$ cat config.mk
export PLATFORM = sky130hd
export DESIGN_NAME = cartridge_rom_transfer_port_flat
export DESIGN_NICKNAME = d
export VERILOG_FILES = /design/src/rtl/crtp_pkg.sv /design/src/rtl/crtp_if.sv /design/src/rtl/crtp_core.sv /design/src/rtl/cartridge_rom_transfer_port.sv /design/src/flat_wrapper.sv
export SDC_FILE = /design/constraint.sdc
export NUM_CORES = 1
export LEC_CHECK = 0
export ABC_CLOCK_PERIOD_IN_PS = 3190
export BUFFER_PORTS_ARGS = -buffer_cell sky130_fd_sc_hd__buf_4
export CORE_UTILIZATION = 57
export DETAILED_ROUTE_END_ITERATION = 16
export PLACE_DENSITY_LB_ADDON = 0.08
export SETUP_SLACK_MARGIN = 0.1
export SLEW_MARGIN = 20
export SYNTH_ARGS = -nofsm -noshare
export SYNTH_HDL_FRONTEND = slang
export SYNTH_HIERARCHICAL = 1
export SYNTH_SLANG_ARGS = --single-unit
$ cat constraint.sdc
create_clock -name clk -period 3.19 [get_ports clk]
set_clock_uncertainty 0.2 [all_clocks]
set_input_delay 0.4785 -clock clk [delete_from_list [all_inputs] [get_ports clk]]
set_output_delay 0.4785 -clock clk [all_outputs]
set_load 0.02 [all_outputs]
$ cat src/rtl/crtp_pkg.sv
// ----------------------------------------------------------------------------
// Cartridge ROM transfer port package
// Shared codes, register bit positions, constants and item types.
// ----------------------------------------------------------------------------
`default_nettype none

package crtp_pkg;

  localparam int unsigned COMMAND_LENGTH = 8;
  localparam int unsigned CMD_IDX_W      = $clog2(COMMAND_LENGTH);

  localparam logic [3:0] CYCLES_PER_WORD = 4'd8;

  localparam logic [1:0] OP_WRITE = 2'd0;
  localparam logic [1:0] OP_READ  = 2'd1;
  localparam logic [1:0] OP_TICK  = 2'd2;

  localparam logic [1:0] REG_CMD     = 2'd0;
  localparam logic [1:0] REG_CTRL    = 2'd1;
  localparam logic [1:0] REG_DATA    = 2'd2;
  localparam logic [1:0] REG_AUX     = 2'd3;

  localparam logic [1:0] CMD_DUMMY   = 2'd0;
  localparam logic [1:0] CMD_HEADER  = 2'd1;
  localparam logic [1:0] CMD_CHIP_ID = 2'd2;
  localparam logic [1:0] CMD_KEY1    = 2'd3;

  localparam logic [7:0] OPC_DUMMY   = 8'h9F;
  localparam logic [7:0] OPC_HEADER  = 8'h00;
  localparam logic [7:0] OPC_CHIP_ID = 8'h90;
  localparam logic [7:0] OPC_KEY1    = 8'h3C;

  localparam int unsigned BUSY_BIT   = 31;
  localparam int unsigned READY_BIT  = 23;
  localparam int unsigned IRQ_EN_BIT = 14;

  localparam logic [31:0] DUMMY_WORD   = 32'hFFFF_FFFF;
  localparam logic [31:0] CHIP_ID_WORD = 32'h0000_3FC2;
  localparam logic [14:0] BLOCK_BASE   = 15'h0100;
  localparam logic [14:0] BLOCK_SHORT  = 15'd4;
  localparam logic [14:0] WORD_BYTES   = 15'd4;
  localparam logic [11:0] HEADER_STEP  = 12'd4;

  typedef struct packed {
    logic [1:0]  operation;
    logic [1:0]  reg_select;
    logic [2:0]  byte_index;
    logic        word_read;
    logic [31:0] write_data;
    logic [7:0]  tick_cycles;
  } in_item_t;

  typedef struct packed {
    logic [31:0] read_data;
    logic        irq_pulse;
    logic        bad_command;
  } out_item_t;

endpackage

`default_nettype wire

$ cat src/rtl/crtp_if.sv
// ----------------------------------------------------------------------------
// Cartridge ROM transfer port channels
// Valid/ready channels for bus items in and results out.
// ----------------------------------------------------------------------------
`default_nettype none

interface crtp_in_if;
  logic        valid;
  logic        ready;
  logic [1:0]  operation;
  logic [1:0]  reg_select;
  logic [2:0]  byte_index;
  logic        word_read;
  logic [31:0] write_data;
  logic [7:0]  tick_cycles;

  modport source (
    output valid, operation, reg_select, byte_index, word_read, write_data, tick_cycles,
    input  ready
  );
  modport sink (
    input  valid, operation, reg_select, byte_index, word_read, write_data, tick_cycles,
    output ready
  );
endinterface

interface crtp_out_if;
  logic        valid;
  logic        ready;
  logic [31:0] read_data;
  logic        irq_pulse;
  logic        bad_command;

  modport source (
    output valid, read_data, irq_pulse, bad_command,
    input  ready
  );
  modport sink (
    input  valid, read_data, irq_pulse, bad_command,
    output ready
  );
endinterface

`default_nettype wire

$ cat src/rtl/crtp_core.sv
// ----------------------------------------------------------------------------
// Cartridge ROM transfer port register core
// Register file, transfer start decode and word countdown; one item per
// transfer, result formed combinationally from state and item.
// ----------------------------------------------------------------------------
`default_nettype none

module crtp_core
  import crtp_pkg::*;
(
  input  wire logic      clk,
  input  wire logic      rst_n,
  input  wire logic      item_en,
  input  wire in_item_t  item,
  output out_item_t      result
);

  logic [7:0]  cmd_r [COMMAND_LENGTH];
  logic [31:0] ctrl_r, ctrl_nxt;
  logic [31:0] dout_r, dout_nxt;
  logic [31:0] aux_r, aux_nxt;
  logic [14:0] remain_r, remain_nxt;
  logic [1:0]  cur_cmd_r, cur_cmd_nxt;
  logic [11:0] hdr_pos_r, hdr_pos_nxt;
  logic [3:0]  countdown_r, countdown_nxt;
  logic        err_r, err_nxt;

  logic [2:0]  bsize;
  logic [14:0] start_count;
  logic [14:0] remain_dec;
  logic [31:0] rdata;
  logic        irq;

  assign bsize = item.write_data[26:24];

  always_comb begin
    unique case (bsize)
      3'd0:    start_count = '0;
      3'd7:    start_count = BLOCK_SHORT;
      default: start_count = BLOCK_BASE << bsize;
    endcase
  end

  assign remain_dec = (remain_r > WORD_BYTES) ? (remain_r - WORD_BYTES) : '0;

  always_comb begin
    ctrl_nxt      = ctrl_r;
    dout_nxt      = dout_r;
    aux_nxt       = aux_r;
    remain_nxt    = remain_r;
    cur_cmd_nxt   = cur_cmd_r;
    hdr_pos_nxt   = hdr_pos_r;
    countdown_nxt = countdown_r;
    err_nxt       = err_r;
    rdata         = '0;
    irq           = 1'b0;

    unique case (item.operation)
      OP_WRITE: begin
        unique case (item.reg_select)
          REG_CTRL: begin
            ctrl_nxt = item.write_data;
            if (!ctrl_r[BUSY_BIT] && item.write_data[BUSY_BIT]) begin
              ctrl_nxt[READY_BIT] = 1'b0;
              remain_nxt          = start_count;
              unique case (cmd_r[0])
                OPC_DUMMY:   cur_cmd_nxt = CMD_DUMMY;
                OPC_HEADER: begin
                  cur_cmd_nxt = CMD_HEADER;
                  hdr_pos_nxt = '0;
                end
                OPC_CHIP_ID: cur_cmd_nxt = CMD_CHIP_ID;
                OPC_KEY1:    cur_cmd_nxt = CMD_KEY1;
                default: begin
                  err_nxt            = 1'b1;
                  ctrl_nxt[BUSY_BIT] = 1'b0;
                  remain_nxt         = '0;
                end
              endcase
            end
          end
          REG_AUX: aux_nxt = item.write_data;
          default: ;
        endcase
      end
      OP_READ: begin
        unique case (item.reg_select)
          REG_CTRL: rdata = ctrl_r;
          REG_DATA: begin
            if (item.word_read) begin
              rdata = dout_r;
              if (ctrl_r[READY_BIT]) begin
                ctrl_nxt[READY_BIT] = 1'b0;
                countdown_nxt       = CYCLES_PER_WORD;
              end
            end else if (!item.byte_index[2]) begin
              unique case (item.byte_index[1:0])
                2'd0:    rdata = {24'd0, dout_r[7:0]};
                2'd1:    rdata = {24'd0, dout_r[15:8]};
                2'd2:    rdata = {24'd0, dout_r[23:16]};
                default: rdata = {24'd0, dout_r[31:24]};
              endcase
            end
          end
          REG_AUX: rdata = aux_r;
          default: ;
        endcase
      end
      OP_TICK: begin
        if (ctrl_r[BUSY_BIT] && !ctrl_r[READY_BIT]) begin
          if (item.tick_cycles < {4'd0, countdown_r}) begin
            countdown_nxt = countdown_r - item.tick_cycles[3:0];
          end else begin
            countdown_nxt = CYCLES_PER_WORD;
            unique case (cur_cmd_r)
              CMD_DUMMY: dout_nxt = DUMMY_WORD;
              CMD_HEADER: begin
                dout_nxt            = DUMMY_WORD;
                hdr_pos_nxt         = hdr_pos_r + HEADER_STEP;
                ctrl_nxt[READY_BIT] = 1'b1;
              end
              CMD_CHIP_ID: begin
                dout_nxt            = CHIP_ID_WORD;
                ctrl_nxt[READY_BIT] = 1'b1;
              end
              default: ;
            endcase
            remain_nxt = remain_dec;
            if (remain_dec == '0) begin
              ctrl_nxt[BUSY_BIT] = 1'b0;
              irq                = aux_r[IRQ_EN_BIT];
            end
          end
        end
      end
      default: ;
    endcase
  end

  always_comb begin
    result.read_data   = rdata;
    result.irq_pulse   = irq;
    result.bad_command = err_nxt;
  end

  always_ff @(posedge clk) begin
    if (!rst_n) begin
      for (int i = 0; i < COMMAND_LENGTH; i++) begin
        cmd_r[i] <= '0;
      end
      ctrl_r      <= '0;
      dout_r      <= '0;
      aux_r       <= '0;
      remain_r    <= '0;
      cur_cmd_r   <= CMD_DUMMY;
      hdr_pos_r   <= '0;
      countdown_r <= CYCLES_PER_WORD;
      err_r       <= 1'b0;
    end else if (item_en) begin
      if (item.operation == OP_WRITE && item.reg_select == REG_CMD) begin
        cmd_r[item.byte_index[CMD_IDX_W-1:0]] <= item.write_data[7:0];
      end
      ctrl_r      <= ctrl_nxt;
      dout_r      <= dout_nxt;
      aux_r       <= aux_nxt;
      remain_r    <= remain_nxt;
      cur_cmd_r   <= cur_cmd_nxt;
      hdr_pos_r   <= hdr_pos_nxt;
      countdown_r <= countdown_nxt;
      err_r       <= err_nxt;
    end
  end

endmodule

`default_nettype wire

$ cat src/rtl/cartridge_rom_transfer_port.sv
// An accepted item's result is registered onto out_chan in the next cycle.
// Throughput: one item per cycle unless out_chan stalls; the result register
// frees as taken, so a new item enters in the same cycle a held one leaves.
// Reset: synchronous active-low; clears core registers, command buffer and
// error flag, loads the word countdown with its full count, empties output.
// ----------------------------------------------------------------------------
// Cartridge ROM transfer port
// Register-mapped command buffer, transfer control and data-out word with
// tick-driven word production and a result register on the output side.
// ----------------------------------------------------------------------------
`default_nettype none

module cartridge_rom_transfer_port
  import crtp_pkg::*;
(
  input  wire logic   clk,
  input  wire logic   rst_n,
  crtp_in_if.sink     in_chan,
  crtp_out_if.source  out_chan
);

  in_item_t  item;
  out_item_t result;
  out_item_t res_r;
  logic      out_valid_r;
  logic      accept;

  assign item.operation   = in_chan.operation;
  assign item.reg_select  = in_chan.reg_select;
  assign item.byte_index  = in_chan.byte_index;
  assign item.word_read   = in_chan.word_read;
  assign item.write_data  = in_chan.write_data;
  assign item.tick_cycles = in_chan.tick_cycles;

  assign in_chan.ready = !out_valid_r || out_chan.ready;
  assign accept        = in_chan.valid && in_chan.ready;

  crtp_core u_core (
    .clk     (clk),
    .rst_n   (rst_n),
    .item_en (accept),
    .item    (item),
    .result  (result)
  );

  always_ff @(posedge clk) begin
    if (!rst_n) begin
      out_valid_r <= 1'b0;
    end else if (accept) begin
      out_valid_r <= 1'b1;
    end else if (out_chan.ready) begin
      out_valid_r <= 1'b0;
    end
  end

  always_ff @(posedge clk) begin
    if (accept) begin
      res_r <= result;
    end
  end

  assign out_chan.valid       = out_valid_r;
  assign out_chan.read_data   = res_r.read_data;
  assign out_chan.irq_pulse   = res_r.irq_pulse;
  assign out_chan.bad_command = res_r.bad_command;

endmodule

`default_nettype wire
$ cat src/flat_wrapper.sv
// flat-port wrapper written by rule: the top's interface ports become plain ports
module cartridge_rom_transfer_port_flat import crtp_pkg::*;
  (clk, rst_n, in_chan_valid, in_chan_operation, in_chan_reg_select, in_chan_byte_index, in_chan_word_read, in_chan_write_data, in_chan_tick_cycles, in_chan_ready, out_chan_valid, out_chan_read_data, out_chan_irq_pulse, out_chan_bad_command, out_chan_ready);
  crtp_in_if in_chan_i ();
  crtp_out_if out_chan_i ();
  input  wire logic clk;
  input  wire logic rst_n;
  input wire logic [$bits(in_chan_i.valid)-1:0] in_chan_valid;
  input wire logic [$bits(in_chan_i.operation)-1:0] in_chan_operation;
  input wire logic [$bits(in_chan_i.reg_select)-1:0] in_chan_reg_select;
  input wire logic [$bits(in_chan_i.byte_index)-1:0] in_chan_byte_index;
  input wire logic [$bits(in_chan_i.word_read)-1:0] in_chan_word_read;
  input wire logic [$bits(in_chan_i.write_data)-1:0] in_chan_write_data;
  input wire logic [$bits(in_chan_i.tick_cycles)-1:0] in_chan_tick_cycles;
  output wire logic [$bits(in_chan_i.ready)-1:0] in_chan_ready;
  output wire logic [$bits(out_chan_i.valid)-1:0] out_chan_valid;
  output wire logic [$bits(out_chan_i.read_data)-1:0] out_chan_read_data;
  output wire logic [$bits(out_chan_i.irq_pulse)-1:0] out_chan_irq_pulse;
  output wire logic [$bits(out_chan_i.bad_command)-1:0] out_chan_bad_command;
  input wire logic [$bits(out_chan_i.ready)-1:0] out_chan_ready;
  assign in_chan_i.valid = in_chan_valid;
  assign in_chan_i.operation = in_chan_operation;
  assign in_chan_i.reg_select = in_chan_reg_select;
  assign in_chan_i.byte_index = in_chan_byte_index;
  assign in_chan_i.word_read = in_chan_word_read;
  assign in_chan_i.write_data = in_chan_write_data;
  assign in_chan_i.tick_cycles = in_chan_tick_cycles;
  assign in_chan_ready = in_chan_i.ready;
  assign out_chan_valid = out_chan_i.valid;
  assign out_chan_read_data = out_chan_i.read_data;
  assign out_chan_irq_pulse = out_chan_i.irq_pulse;
  assign out_chan_bad_command = out_chan_i.bad_command;
  assign out_chan_i.ready = out_chan_ready;
  cartridge_rom_transfer_port u_core (.clk(clk), .rst_n(rst_n), .in_chan(in_chan_i), .out_chan(out_chan_i));
endmodule
# Word-level counts from Yosys, hierarchy flattened
# Memory sizes are Yosys's and may differ from the RTL's.
# Cells that the tools add are included.
# W data, S select, Z words.
# op_classes
n_addsub	2
mul	0
div	0
magnitude_cmp	2
eq_ne	22
shift	1
n_mux	48
n_bitwise	4
n_reduce_logical	34
# op_table
operator	n
$mux W32	3
$pmux W32 S3	1
$mux W15	6
$pmux W32 S2	1
$pmux W15 S2	2
$pmux W8 S3	1
$mux W1	23
$mux W4	5
$reduce_and A6 Y1	3
$eq A8 B8 Y1 const B	2
$gt A15 B3 Y1 const B	1
$logic_not A15 Y1	1
$shl A9 B3 Y15 const A	1
$sub A15 B3 Y15 const B	1
$ne A2 B2 Y1 const B	7
$eq A2 B2 Y1 const B	5
$reduce_and A5 Y1	2
$eq A2 B1 Y1 const B	4
$eq A8 B6 Y1 const B	1
$logic_not A2 Y1	4
$logic_not A8 Y1	1
$lt A8 B4 Y1	1
$mux W8	1
$pmux W2 S4	1
20 further kinds	35
# word_totals
reg_bits	153
latch_bits	0
ram_bits	64
rom_bits	0
in_bits	52
out_inout_bits	36
elab_cells	127
memories	1
# memory_table
name	depth	word_bits	read_ports	rd_ports_with_merged_regs	write_ports	line	text
u_core.u_core.cmd_r	8	8	1	0	8	crtp_core.sv:18	logic [7:0] cmd_r [COMMAND_LENGTH];

# Logic depth before layout (Yosys ltp)
# Gate-level depths: netlist of run 1.
# logic_depth
word_depth	8
depth_mapped	9
mapped_depth_nobuf	8

# By module
# Netlist of run 1, hierarchy kept.
# by_module_without_submodules
module	n_inst	cells_each	area_each_um2	seq_area_each_um2
crtp_core	1	673	5313.8	2001.9
cartridge_rom_transfer_port	1	39	1078.5	1041.0

# Worst setup path after synthesis of run 1
# No wires, ideal clock.
# synth_timing
path_type	input-to-reg
from	in out_chan_ready
to	mem u_core.u_core.cmd_r[0][0], enable pin
setup_time_ps	334
t_arrival_ps	1880
required_ps	2656
setup_slack_ps	775
stages	7
path_buffers	1
cell_sequence	nand2b_4 -> and2_4 -> nand2_1 -> nor3_1 -> and3_1 -> clkbuf_1 -> nand2b_1
# synth_rtl
element	line	text
start, declared	flat_wrapper.sv:20	input wire logic [$bits(out_chan_i.ready)-1:0] out_chan_ready;
end, declared	crtp_core.sv:18	

# Final worst setup path of run 1
# layout_timing
from	reg u_core.u_core.remain_r[6]
to	reg u_core.u_core.remain_r[13]
# layout_between
elab_chain_len	5
elab_cells_between_ends	6
classes_between	add/sub: 1; order compare: 1; mux: 4
# layout_rtl
element	line	text
start, declared	crtp_core.sv:22	logic [14:0] remain_r, remain_nxt;
start signal, assigned	crtp_core.sv:166	remain_r <= remain_nxt;
$sub A15 B3 Y15 or $gt A15 B3 Y1 (tied branches)	crtp_core.sv:44	assign remain_dec = (remain_r > WORD_BYTES) ? (remain_r - WORD_BYTES) : '0;
$mux W15 (*)	crtp_core.sv:44	
$mux W15 (*)	crtp_core.sv:111	if (item.tick_cycles < {4'd0, countdown_r}) begin
$mux W15 (*)	crtp_core.sv:110	if (ctrl_r[BUSY_BIT] && !ctrl_r[READY_BIT]) begin
$pmux W15 S2 (*)	crtp_core.sv:58	unique case (item.operation)
# Mark *: on every way between the ends. The rest lies on a longest branch, timed or not. The select of a mux whose other input is x is not followed.
# A chain may end at the register's enable or synchronous reset.

==> metrics.txt, run 1 <==
status=complete, no violations; Crit. End Element=register; Slew Viols, Final=0; Clock Path Buffers=2; DRC violations left=0; final hold violations=0; crit start category=register; Yosys reg bits=131; Crit Path Max Fanout=13; iteration count of the initial detailed-routing pass=5; Cell Rows=38; CTS Buf Count=17; clock slew at reported path FFs=0.06 ns; Final HPWL DP=10.1 mm; Mapped Avg Cell Area=8.98 um2; Syn Nets=780; CTS root buffer=clkbuf_8; core area=between 0.01 and 0.015 mm2; kind of cell adding the most delay to the critical path=compound AO/OA/AOI/OAI gates; count of cell types in the netlist=62; fraction of layout cells with a size suffix above 1=0.204; CTS tree=yes; Die ar.=0.0116 mm2; CP bufs+invs=0; Setup Buffers After CTS=0; max frequency=roughly 400 MHz; Final min period=around 2.5 ns; Crit Path Class=reg -> reg; Fin Setup TNS=0 ns; Die Wd=approximately 110 um; Max stage delay cell, worst path=o41ai_4; Async S/R FF share, synth=0; Layout fillers=between 800 and 900; 1st-iter DRT viols=284; critical path, cell by cell=nor3_1 > nand3b_1 > o41ai_4 > o32a_1 > a211oi_1; Setup violations, final=0; synth warn=6; starting density of the core=0.587; cts repair resizes=0; delay of the slowest critical-path stage=approximately 0.7 ns; Slew @ Worst Pin=between 0.9 and 1 ns; most frequent cells in the layout=nand2_1, buf_4, dfxtp_1; Seq/Total Area, Yosys=0.476; Routed Wire Length=about 16 mm; Detail Route Antenna Nets=0; Cell Area, Synth=approximately 0.0064 mm2; Syn-to-layout area delta=23.2%; num ports=88; vias post-DR=around 5,500; Synth Instances=roughly 700; PD cells=538 mW/mm2; overall power=4.23 mW; Die Height=approximately 110 um; diodes inserted=0; # clock sinks=approximately 130; Leak=3.09 nW; initial antenna violation count=0; RSZ-0062 raised after global routing=false; worst skew pair latency=between 0.5 and 0.6 ns; Overflow after GRT=0; Critical Path RT=roughly 3.4 ns; Avg WL per Cell=around 17 um; worst path arrival time=around 2.7 ns; vias per cell=~5.8; PnR worst setup slack=between 0.7 and 0.8 ns; fin nets=roughly 860; PortBufs=between 80 and 90; Main synth FF type=dfxtp_1; vias in the first global route=5,352; Placer Congestion=around 0.86; commonest non-fill, non-tap cell in the layout=nand2_1; first-pass GRT wire length=25.4 mm; Max-Cap Viols=0; crit share post-route=0.780; Slew headroom=0.373; EDFF count, synth=42; H-tree levels=4; All-Layer GR Usage=0.286; largest net degree at the start of global routing=46; hold crit path type=in -> reg; pre-CTS WS=between 0.5 and 0.6 ns; VDD IR max=about 0.32 mV
==> Yosys cell counts, types with 15 or more instances <==
cell	count	share of area
a21boi_0	30	0.035
a21oi_1	80	0.063
and2_1	17	0.017
clkbuf_1	32	0.019
dfxtp_1	89	0.28
edfxtp_1	42	0.20
ha_1	15	0.029
inv_1	18	0.011
mux2_2	27	0.048
nand2_1	175	0.10
nor2_1	27	0.016
o21ai_0	20	0.016
==> stage by stage <==
step / util / area [um2] / std cells / hold WS, ns
after floorplan: - / 6390 / 712 / 0.231
after global placement: 0.655 / 7130 / 904 / 0.238
after detailed placement: 0.655 / 7130 / 904 / 0.242
after CTS: 0.723 / 7870 / 947 / 0.000394
after global routing: 0.723 / 7870 / 947 / 0.00344
final: 0.723 / 7870 / 947 / 0.0177
==> state kept, by name, indices dropped and copies added, names as in the netlist, 2 cells and up <==
signal,count
u_core/out_chan.read_data,32
u_core/u_core/aux_r,32
u_core/u_core/ctrl_r,32
u_core/u_core/remain_r,15
u_core/u_core/cmd_r,8
u_core/u_core/countdown_r,4
u_core/u_core/cur_cmd_r,2
u_core/u_core/dout_r,2
==> layout make-up <==
| class | instances | area [um2] | area share |
|---|---|---|---|
| Clock buffer | 19 | 432 | 0.0548 |
| Clock inverter | 13 | 205 | 0.0261 |
| Inverter | 19 | 71.3 | 0.00906 |
| Multi-Input combinational cell | 518 | 3080 | 0.391 |
| Sequential cell | 131 | 3040 | 0.386 |
| Tap cell | 140 | 175 | 0.0222 |
| Timing Repair Buffer | 107 | 868 | 0.110 |
==> routing by layer <==
layer  track usage  share of wire  vias up
met5             0              0        -
met4         0.130          0.023        0
met3        0.0569          0.058       32
met2         0.476           0.49      198
met1         0.357           0.43     2635
li1              -              -     2650
==> report_power, final <==
part,switching (mW),total [mW],internal [mW],leakage [nW]
clock,0.716,2.08,1.37,0.316
combinational,0.213,0.372,0.159,1.63
sequential,0.0220,1.78,1.76,1.15
==> kinds of logic after synthesis <==
logic type | after synthesis | synth area share
buffers and inverters | 63 | 0.0427
adder cells (fa/ha/maj) | 16 | 0.0325
flip-flops | 131 | 0.476
AND/OR/NAND/NOR | 291 | 0.210
XOR/XNOR | 8 | 0.0110
AO/OA/AOI/OAI | 174 | 0.177
multiplexers | 29 | 0.0507
==> worst paths after layout <==
check	start	end	slack (ns)	cells past startpoint
hold / removal	in_chan_write_data[6]	u_core/u_core/ctrl_r[6]	0.02	3
setup / recovery	u_core/u_core/remain_r[6]	u_core/u_core/remain_r[13]	0.70	5
setup reg to reg	u_core/u_core/remain_r[6]	u_core/u_core/remain_r[13]	0.70	5
hold reg to reg	u_core/u_core/ctrl_r[4]	u_core/u_core/ctrl_r[4]	0.25	2
==> repair_timing <==
action                     in CTS  in global routing
hold buffers                   11                  0
setup endpoints to repair       0                  0
hold endpoints to repair       17                  0
==> worst register-to-register path, cell delays in order, from the launching register on <==
cell and delay, ns:
dfxtp_1 0.38, nor3_1 0.47, nand3b_1 0.22, o41ai_4 0.70, o32a_1 0.28, a211oi_1 0.07
(Power assumes the default switching activity.)
==> inputs of run 2 (changes only) <==
--- a/config.mk
+++ b/config.mk
@@ -5,7 +5,7 @@
 export SDC_FILE = /design/constraint.sdc
 export NUM_CORES = 1
 export LEC_CHECK = 0
-export ABC_CLOCK_PERIOD_IN_PS = 3190
+export ABC_CLOCK_PERIOD_IN_PS = 2400
 export BUFFER_PORTS_ARGS = -buffer_cell sky130_fd_sc_hd__buf_4
 export CORE_UTILIZATION = 57
 export DETAILED_ROUTE_END_ITERATION = 16
==> constraint.sdc (replaced) <==
create_clock -name clk -period 2.4 [get_ports clk]
set_clock_uncertainty 0.2 [all_clocks]
set_input_delay 0.36 -clock clk [delete_from_list [all_inputs] [get_ports clk]]
set_output_delay 0.36 -clock clk [all_outputs]
set_load 0.02 [all_outputs]
==> metrics.txt, run 2 (synthesis results as in run 1) <==
status=complete, no violations; RSZ-0062 raised after global routing=true; post-placement cell area=0.00731 mm2; worst path arrival time=2.55 ns; Gate power share=0.105; PD cells=659 mW/mm2; diodes inserted=0; crit share post-route=0.947; Routed Wire Length=about 17 mm; H-tree levels=4; Final min period=between 2 and 2.5 ns; vias post-DR=about 5,800; Reg power frac=0.431; Leak=around 3.3 nW; crit start category=register; Die Wd=between 100 and 150 um; Overflow after GRT=0; Critical Path RT=2.67 ns; Avg WL per Cell=around 17 um; vias in the first global route=roughly 5,700; Placer Congestion=0.860; Die ar.=approximately 0.012 mm2; max frequency=about 440 MHz; Clock Path Buffers=2; VDD IR max=about 0.56 mV; Pint=roughly 4.2 mW; first-pass GRT wire length=27.3 mm; Slew Viols, Final=0; fin nets=roughly 920; # clock sinks=approximately 130; Post-Layout Cell Count=roughly 1,000; Die Height=108 um; Max-Cap Viols=0; CTS root buffer=clkbuf_8; largest net degree at the start of global routing=34; Sw Share=0.236; core area=around 0.011 mm2; PortBufs=87; Cell Rows=38; Crit Path Class=reg -> reg; Detail Route Antenna Nets=0; Slew headroom=0.559; Final HPWL DP=between 10 and 15 mm; Slew @ Worst Pin=about 0.66 ns; initial antenna violation count=0; P_sw=between 1 and 1.5 mW; All-Layer GR Usage=0.308; worst skew pair latency=0.53 ns; Syn-to-layout area delta=30.3%; Placed Instances=931; CTS tree=yes; Crit Path Max Fanout=8; Clk pwr share=0.464; CTS Buf Count=17; Setup violations, final=0; commonest non-fill, non-tap cell in the layout=nand2_1; 1st-iter DRT viols=430; fraction of layout cells with a size suffix above 1=0.240; Crit. End Element=register; hold crit path type=in -> reg; clock slew at reported path FFs=roughly 0.060 ns; Layout fillers=between 700 and 800; most frequent cells in the layout=nand2_1, buf_4, dfxtp_1; starting density of the core=0.587; iteration count of the initial detailed-routing pass=5; DRC violations left=0; final hold violations=0; Post-Layout Inst Area=0.00833 mm2; num ports=88; vias per cell=roughly 5.7
-- run 2: cell type report --
class / count / area [um2] / area share
multi-input cells: 518 / 3130 / 0.376
flip-flops and latches: 131 / 3050 / 0.366
repair buffers: 161 / 1310 / 0.157
clock buffers: 24 / 513 / 0.0616
well taps: 140 / 175 / 0.0210
clock inverters: 8 / 83.8 / 0.0101
inverters: 19 / 71.3 / 0.00856
-- run 2: worst max-delay path: stages (launching register included) --
cell and delay [ns]:
dfxtp_1 0.57, nor2_1 0.17, nand3b_1 0.16, nor4_1 0.06, buf_4 0.16, or4_4 0.59
nor3_1 0.17, o211a_1 0.15
-- run 2: metal layers --
metal  vias up  GRT usage  wire [um]
met3        39     0.0551        947
met2       210      0.537       8630
li1       2750          -          -
met5         -          0          0
met4         0      0.130        434
met1      2754      0.373       7270
-- run 2: power by group through the flow --
stage          clock (mW)  sequential (mW)  combinational (mW)
2_1_floorplan           0             2.44               0.247
3_3_place_gp            0             2.41               0.505
3_5_place_dp            0             2.41               0.515
4_1_cts              2.58             2.36               0.565
5_1_grt              2.67             2.37               0.623
6_report             2.55             2.36               0.578
-- run 2: final timing paths --
path | from | cells past startpoint | slack (ns) | to
worst max register to register | u_core/u_core/remain_r[4] | 7 | 0.13 | u_core/u_core/remain_r[7]
worst max-delay path | u_core/u_core/remain_r[4] | 7 | 0.13 | u_core/u_core/remain_r[7]
worst min register to register | u_core/u_core/ctrl_r[5] | 2 | 0.25 | u_core/u_core/ctrl_r[5]
worst min-delay path | in_chan_reg_select[0] | 3 | 0.12 | u_core/out_chan.read_data[30]
-- run 2: repair_timing --
item	in CTS	in global routing
pin swaps	0	1
hold buffers	35	0
setup buffers	0	2
gates resized for setup	2	14
endpoints found under the hold margin	80	0
setup endpoints to repair	5	17
cloned	0	1
-- run 2: stage by stage --
stage | power, mW | utilization | hold slack [ns] | TNS [ns] | worst slack, ns
finish | 5.49 | 0.765 | 0.125 | 0 | 0.127
global placement | 2.91 | 0.671 | 0.238 | 0 | 0.0600
global route | 5.66 | 0.765 | 0.138 | 0 | 0.0210
floorplan | 2.69 | - | 0.231 | 0 | 0.132
detailed placement | 2.92 | 0.671 | 0.244 | -0.0180 | -0.0180
CTS | 5.51 | 0.759 | 0.0991 | 0 | 0.117
